**config.mk**
```make
export PLATFORM = sky130hd
export DESIGN_NAME = rdss_victim
export DESIGN_NICKNAME = d
export VERILOG_FILES = /design/src/design/rdss_pkg.sv /design/src/design/rdss_victim.sv
export SDC_FILE = /design/constraint.sdc
export NUM_CORES = 1
export LEC_CHECK = 0
export BUFFER_PORTS_ARGS = -buffer_cell sky130_fd_sc_hd__clkbuf_2
export CAP_MARGIN = 20
export CORE_MARGIN = 4
export CORE_UTILIZATION = 55
export DETAILED_ROUTE_END_ITERATION = 8
export GPL_ROUTABILITY_DRIVEN = 0
export PLACE_DENSITY = 0.95
export RECOVER_POWER = 100
export SLEW_MARGIN = 15
export SYNTH_ARGS = -nofsm -noshare
export SYNTH_HDL_FRONTEND = slang
export SYNTH_SLANG_ARGS = --single-unit
```
**constraint.sdc**
```tcl
create_clock -name vclk -period 16.1
set_clock_uncertainty 0.05 [all_clocks]
set_input_delay 2.415 -clock vclk [all_inputs]
set_output_delay 2.415 -clock vclk [all_outputs]
set_load 0.02 [all_outputs]
```
**src/design/rdss_pkg.sv**
```systemverilog
`timescale 1ns / 1ps
package rdss_pkg;

  // default sizes
  localparam int NUM_SETS_DEF      = 2048;
  localparam int NUM_WAYS_DEF      = 16;
  localparam int REUSE_ENTRIES_DEF = 2048;
  localparam int LEADER_SETS_DEF   = 64;
  localparam int ADDR_BITS_DEF     = 48;

  // fixed field widths
  localparam int SET_IDX_W = 11;
  localparam int WAY_W     = 4;
  localparam int MASK_W    = 16;
  localparam int PC_W      = 64;
  localparam int PADDR_W   = 48;
  localparam int SCORE_W   = 8;
  localparam int CFG_IDX_W = 2;
  localparam int CFG_DATA_W = 48;

  localparam logic [16:0] SWEEP_PERIOD = 17'd100000;
  localparam logic [9:0]  PSEL_INIT    = 10'd512;
  localparam logic [9:0]  PSEL_MAX     = 10'd1023;
  localparam logic [7:0]  SCORE_MAX    = 8'd255;

  localparam logic [7:0]            THRESH_RST     = 8'd32;
  localparam logic [PADDR_W-1:0]    STRIDE_MIN_RST = 48'd64;
  localparam logic [PADDR_W-1:0]    STRIDE_MAX_RST = 48'd1024;

  localparam logic [1:0] RRPV_DISTANT = 2'd3;
  localparam logic [1:0] RRPV_LONG    = 2'd2;
  localparam logic [1:0] RRPV_NEAR    = 2'd0;
  localparam logic [1:0] REUSE_INIT   = 2'd1;
  localparam logic [1:0] REUSE_MAX    = 2'd3;
  localparam logic [1:0] REUSE_HOT    = 2'd2;

  typedef enum logic {
    OP_VICTIM,
    OP_UPDATE
  } op_t;

  typedef enum logic [CFG_IDX_W-1:0] {
    CFG_THRESH,
    CFG_STRIDE_MIN,
    CFG_STRIDE_MAX
  } cfg_reg_t;

  typedef enum logic [1:0] {
    ST_CLEAR,
    ST_IDLE,
    ST_EXEC,
    ST_SWEEP
  } state_t;

endpackage

```
**src/design/rdss_victim.sv**
```systemverilog
`timescale 1ns / 1ps
module rdss_victim import rdss_pkg::*; #(
  parameter int NUM_WAYS = NUM_WAYS_DEF
) (
  input  logic [NUM_WAYS*2-1:0] row,
  input  logic [MASK_W-1:0]     valid_mask,
  output logic [WAY_W-1:0]      way,
  output logic [NUM_WAYS*2-1:0] aged_row
);

  logic [NUM_WAYS-1:0] hi;
  logic [NUM_WAYS-1:0] lo;
  logic [1:0]          top;
  logic [1:0]          add;
  logic                found_inv;
  logic                found_hot;
  logic [WAY_W-1:0]    inv_way;
  logic [WAY_W-1:0]    hot_way;

  // largest rrpv of the set from bit reductions
  always_comb begin
    for (int w = 0; w < NUM_WAYS; w++) begin
      hi[w] = row[2*w+1];
      lo[w] = row[2*w];
    end
    if (|(hi & lo)) top = 2'd3;
    else if (|hi) top = 2'd2;
    else if (|lo) top = 2'd1;
    else top = 2'd0;
    add = RRPV_DISTANT - top;
  end

  // first invalid way, else age and take first distant way
  always_comb begin
    found_inv = 1'b0;
    inv_way   = '0;
    for (int w = 0; w < NUM_WAYS; w++) begin
      if (w < MASK_W && !found_inv) begin
        if (!valid_mask[w]) begin
          found_inv = 1'b1;
          inv_way   = WAY_W'(w);
        end
      end
    end
    for (int w = 0; w < NUM_WAYS; w++) begin
      aged_row[2*w +: 2] = found_inv ? row[2*w +: 2] : row[2*w +: 2] + add;
    end
    found_hot = 1'b0;
    hot_way   = '0;
    for (int w = 0; w < NUM_WAYS; w++) begin
      if (!found_hot && (row[2*w +: 2] + add) == RRPV_DISTANT) begin
        found_hot = 1'b1;
        hot_way   = WAY_W'(w);
      end
    end
    way = found_inv ? inv_way : hot_way;
  end

endmodule

```
==> metrics.txt, run 1 <==
status=complete, no violations; first-pass GRT wire length=~11 mm; slowest cell delay on critical path=900 ps; Logic pwr share=1.000; syn_nets=roughly 400; seq_cells=0; fill count=341; final setup TNS=0 ps; First DRT Iteration DRCs=between 150 and 200; top post-synthesis cells by area=nand2_1, ha_1, nor2_1, mux2i_1, xor2_1; buffer count from post-CTS setup fixing=0; PortBufs=84; worst-path fanout max=9; Setup Viol. Count Final=0; final core utilization=0.6630; register area=0 µm²; Crit. End Element=output pin; Final Max Tran Viols=0; sequential share of power=0; max cap viols=0; sequential fraction of the synthesis area=0; Final Cycle Share=0.5750; Synth cell types=47; Fmax achieved=~0.11 GHz; CP max stage cell=a211oi_1; Cell Int Power=18.59 µW; area of the mapped netlist=2093 µm²; drt pass-1 iters=5; drt wl/cell=14.66 µm; post-detailed-placement half-perimeter wirelength=~5.4 mm; Total Wirelength=6.714 mm; Initial Util=0.5718; initial antenna violation count=0; Placed Area=~2500 µm²; largest net degree at the start of global routing=36; Hold Buf Count CTS=0; Startpoint Class=primary input; Worst-Margin Slew=1035 ps; commonest non-fill, non-tap cells in the layout=nand2_1, nor2_1, clkbuf_2; row count=22; Max-slew headroom=0.3058; fin crit period=9257 ps; total track usage=0.2589; vias in the first global route=approximately 2,600; share of layout cells above drive strength 1=0.1683; final net count=476; gr ovfl total=0; final hold vios=0; Core Region=3661 µm²; post-synth top area share=0.1291; Critical Path RT=13,640 ps; die height=69.69 µm; diode count=0; PostCTS Resize Cnt=0; P&R area growth vs syn=15.96%; warning count from the yosys run=0; switching power=between 30 and 40 µW; Critical Path AT=6790 ps; I/O pin total=84; kind of critical path=primary input to output pin; post-synth top area cell=nand2_1; crit-path cells=clkbuf_2, nor4_1, nand4_1, a211oi_1, clkbuf_1, ha_1, xor2_1, or2_2, mux2i_1, nor4b_1, a21oi_1, a211oi_1, clkbuf_2; # clk buffers=0; RSZ-0062 raised after global routing=false; DR vias/cell=6.022; final instance area=2427 µm²; Cells after Synth=340; DRT antenna net count=0; die area=4857 µm²; Min-Delay Path Class=primary input to output pin; Lkg Pwr=1.162 nW; commonest non-fill, non-tap cell in the layout=nand2_1; PwrDens=20.87 nW/µm²; switch share=0.6329; Die Wd=69.69 µm; Vias=2,758; clock share of power=0; Peak VDD IR=0.01059 mV; Synth Area per Inst=about 6.2 µm²; drt drc=0
-- stage by stage --
| step | std cells | hold WS (ps) | power (mW) | worst slack, ps |
|---|---|---|---|---|
| final | 458 | 5164 | 0.05065 | 6843 |
| after global routing | 458 | 5191 | 0.05557 | 6578 |
| after CTS | 457 | 5151 | 0.05152 | 7612 |
| after detailed placement | 457 | 5149 | 0.05131 | 7631 |
| after global placement | 457 | 5141 | 0.04946 | 7835 |
| after floorplan | 340 | 4922 | 0.03172 | 7342 |
-- cells in the mapped netlist, types with 6 or more instances --
cell type  count
nand2_1       72
nor2_1        53
a21oi_1       18
inv_1         18
o21ai_0       18
mux2i_1       17
ha_1          16
xor2_1        13
xnor2_1       12
clkbuf_1      11
a211oi_1       9
a22oi_1        9
nand4_1        8
nor4_1         6
or2_2          6
-- layout make-up --
cell class	count	area (µm²)	share of cell area
Inverter	18	67.56	0.02784
Timing Repair Buffer	88	404.1	0.1665
Tap cell	48	60.06	0.02474
Multi-Input combinational cell	304	1896	0.7809
-- worst paths after layout --
kind  startpoint           end  slack (ps)  depth (start not counted)
min      row[26]  aged_row[26]        5160                          4
max       row[4]        way[3]        6840                         13
-- cell families after synthesis --
logic type	Yosys count	share of synthesized area
AND/OR/NAND/NOR	170	0.3945
AO/OA/AOI/OAI	73	0.2230
buffers and inverters	36	0.08487
XOR/XNOR	25	0.1046
multiplexers	20	0.09743
adder cells (fa/ha/maj)	16	0.09564
-- power groups by stage --
stage	clock network, mW	registers [mW]	logic [mW]
2_1_floorplan	0	0	0.0317
3_3_place_gp	0	0	0.0495
3_5_place_dp	0	0	0.0513
4_1_cts	0	0	0.0515
5_1_grt	0	0	0.0556
6_report	0	0	0.0507
-- per-layer routing --
metal,share of wire,track usage,up-vias
met3,0.089,0.03623,35
met4,0.034,0.08723,0
met5,0,0,-
met2,0.46,0.4587,165
li1,-,-,1344
met1,0.41,0.3179,1214
-- critical path: cells and delay by family --
family | cells | cell delay (ps)
mux | 1 | 130
fa+ha+maj | 1 | 300
simple gates | 4 | 1560
xor+xnor | 1 | 200
compound gates | 3 | 1350
buf+inv | 3 | 820
No activity file was read; power rests on OpenSTA's default activity.
==> run 2, diff against run 1 <==
--- a/config.mk
+++ b/config.mk
@@ -8,10 +8,10 @@
 export BUFFER_PORTS_ARGS = -buffer_cell sky130_fd_sc_hd__clkbuf_2
 export CAP_MARGIN = 20
 export CORE_MARGIN = 4
-export CORE_UTILIZATION = 55
+export CORE_UTILIZATION = 47
 export DETAILED_ROUTE_END_ITERATION = 8
 export GPL_ROUTABILITY_DRIVEN = 0
-export PLACE_DENSITY = 0.95
+export PLACE_DENSITY = 0.92
 export RECOVER_POWER = 100
 export SLEW_MARGIN = 15
 export SYNTH_ARGS = -nofsm -noshare
==> constraint.sdc (replaced) <==
create_clock -name vclk -period 7.75
set_clock_uncertainty 0.05 [all_clocks]
set_input_delay 1.1625 -clock vclk [all_inputs]
set_output_delay 1.1625 -clock vclk [all_outputs]
set_load 0.02 [all_outputs]
==> metrics.txt, run 2 (synthesis results as in run 1) <==
Worst-Margin Slew=1877 ps (+842.1 ps); Final Max Tran Viols=50 (+50); Lkg Pwr=1.167 nW (+0.43%); seq_cells=0 (unchanged); largest net degree at the start of global routing=50 (+39%); final core utilization=0.5666 (-0.09647); buffer count from post-CTS setup fixing=0 (unchanged); Startpoint Class=primary input; diode count=0 (unchanged); Peak VDD IR=0.02027 mV (+91%); sequential share of power=0 (unchanged); initial antenna violation count=0 (unchanged); Max-slew headroom=-0.2515 (-0.5573); First DRT Iteration DRCs=276 (+39%); Cell Int Power=39.18 µW (+110%); Initial Util=0.4841 (-0.08768); status=finished with violations; Vias=2,718 (-1.5%); Hold Buf Count CTS=0 (unchanged); clock share of power=0 (unchanged); gr ovfl total=0 (unchanged); total track usage=0.2404 (-0.01851); final setup TNS=0 ps (unchanged); CP max stage cell=a211oi_1; drt wl/cell=15.04 µm (+2.6%); Final Cycle Share=0.7975; fin crit period=6181 ps; DR vias/cell=5.883 (-2.3%); drt drc=0 (unchanged); max cap viols=1 (+1); I/O pin total=84 (unchanged); die area=5585 µm² (+15%); slowest cell delay on critical path=600 ps (-300 ps); switching power=67.65 µW (+110%); # clk buffers=0 (unchanged); Core Region=4324 µm² (+18%); Critical Path AT=4970 ps (-1820 ps); switch share=0.6332 (about the same); register area=0 µm² (unchanged); Total Wirelength=6.949 mm (+3.5%); Die Wd=74.74 µm (+7.2%); first-pass GRT wire length=10.96 mm (-0.99%); post-detailed-placement half-perimeter wirelength=5.554 mm (+2.1%); PostCTS Resize Cnt=0 (unchanged); P&R area growth vs syn=17.04%; kind of critical path=primary input to output pin; final net count=476 (unchanged); Fmax achieved=0.1618 GHz; Logic pwr share=1.000 (about the same); commonest non-fill, non-tap cells in the layout=nand2_1, nor2_1, clkbuf_2; Final Power=106.8 µW (+110%); vias in the first global route=2,362 (-8.2%); drt pass-1 iters=5 (unchanged); commonest non-fill, non-tap cell in the layout=nand2_1; Min-Delay Path Class=primary input to output pin; row count=24 (+9.1%); PwrDens=43.61 nW/µm² (+110%); die height=74.74 µm (+7.2%); worst-path fanout max=12 (+3); DRT antenna net count=0 (unchanged); RSZ-0062 raised after global routing=false; Crit. End Element=output pin; Critical Path RT=6540 ps (-7100 ps); PortBufs=84 (unchanged); final hold vios=0 (unchanged); share of layout cells above drive strength 1=0.1683 (unchanged); crit-path cells=clkbuf_2, nor4_1, nand4_1, a211oi_1, clkbuf_1, ha_1, xor2_1, nor2_1, mux2_2, nor4_1, nand4_1, o211ai_1, clkbuf_1; Setup Viol. Count Final=0 (unchanged); violated checks=max-capacitance violations, max-slew violations
-- run 2: cell types whose count changed in the layout (fill, tap and decap cells not counted) --
cell,delta
clkbuf_1,+2
a211oi_2,+1
nor4b_1,-1
a211oi_1,-1
nor4b_4,+1
clkbuf_2,-2
-- run 2: metal layers --
| layer | up-vias | part of all wire | track usage |
|---|---|---|---|
| li1 | 1346 | - | - |
| met3 | 25 | 0.10 | 0.009346 |
| met2 | 149 | 0.46 | 0.4215 |
| met1 | 1198 | 0.41 | 0.3238 |
| met4 | 0 | 0.030 | 0.05929 |
| met5 | - | 0 | 0 |
-- run 2: final timing paths --
check / startpoint / to / slack [ps] / depth (start not counted)
setup / recovery: row[26] / way[1] / 1570 / 13
hold / removal: row[26] / aged_row[26] / 2670 / 4
-- run 2: area by class of cell --
cell class	instances	area, µm²
timing repair buffer	88	401.6
inverter	18	67.56
fill	440	1874
tap	52	65.06
multi-input combinational	304	1916
-- run 2: power by group through the flow --
stage | clock network, mW | registers (mW) | logic (mW)
2_1_floorplan | 0 | 0 | 0.0659
3_3_place_gp | 0 | 0 | 0.104
3_5_place_dp | 0 | 0 | 0.107
4_1_cts | 0 | 0 | 0.108
5_1_grt | 0 | 0 | 0.116
6_report | 0 | 0 | 0.107
-- run 2: through the flow --
| stage | cell area, µm² | worst slack [ps] | hold WS (ps) | cells |
|---|---|---|---|---|
| floorplan | 2093 | 1497 | 2417 | 340 |
| CTS | 2496 | 1859 | 2666 | 461 |
| finish | 2450 | 1569 | 2674 | 462 |
| detailed placement | 2496 | 1880 | 2662 | 461 |
| global placement | 2496 | 1997 | 2646 | 461 |
| global route | 2450 | 1322 | 2693 | 462 |
-- run 2: critical path: cells and delay by family --
kind	cells	cell delay, ps
buffers and inverters	3	1000
muxes	1	280
xor gates and xnor gates	1	210
and+or+nand+nor	5	1150
AOI/OAI and AO/OA	2	790
adders and majority gates	1	360
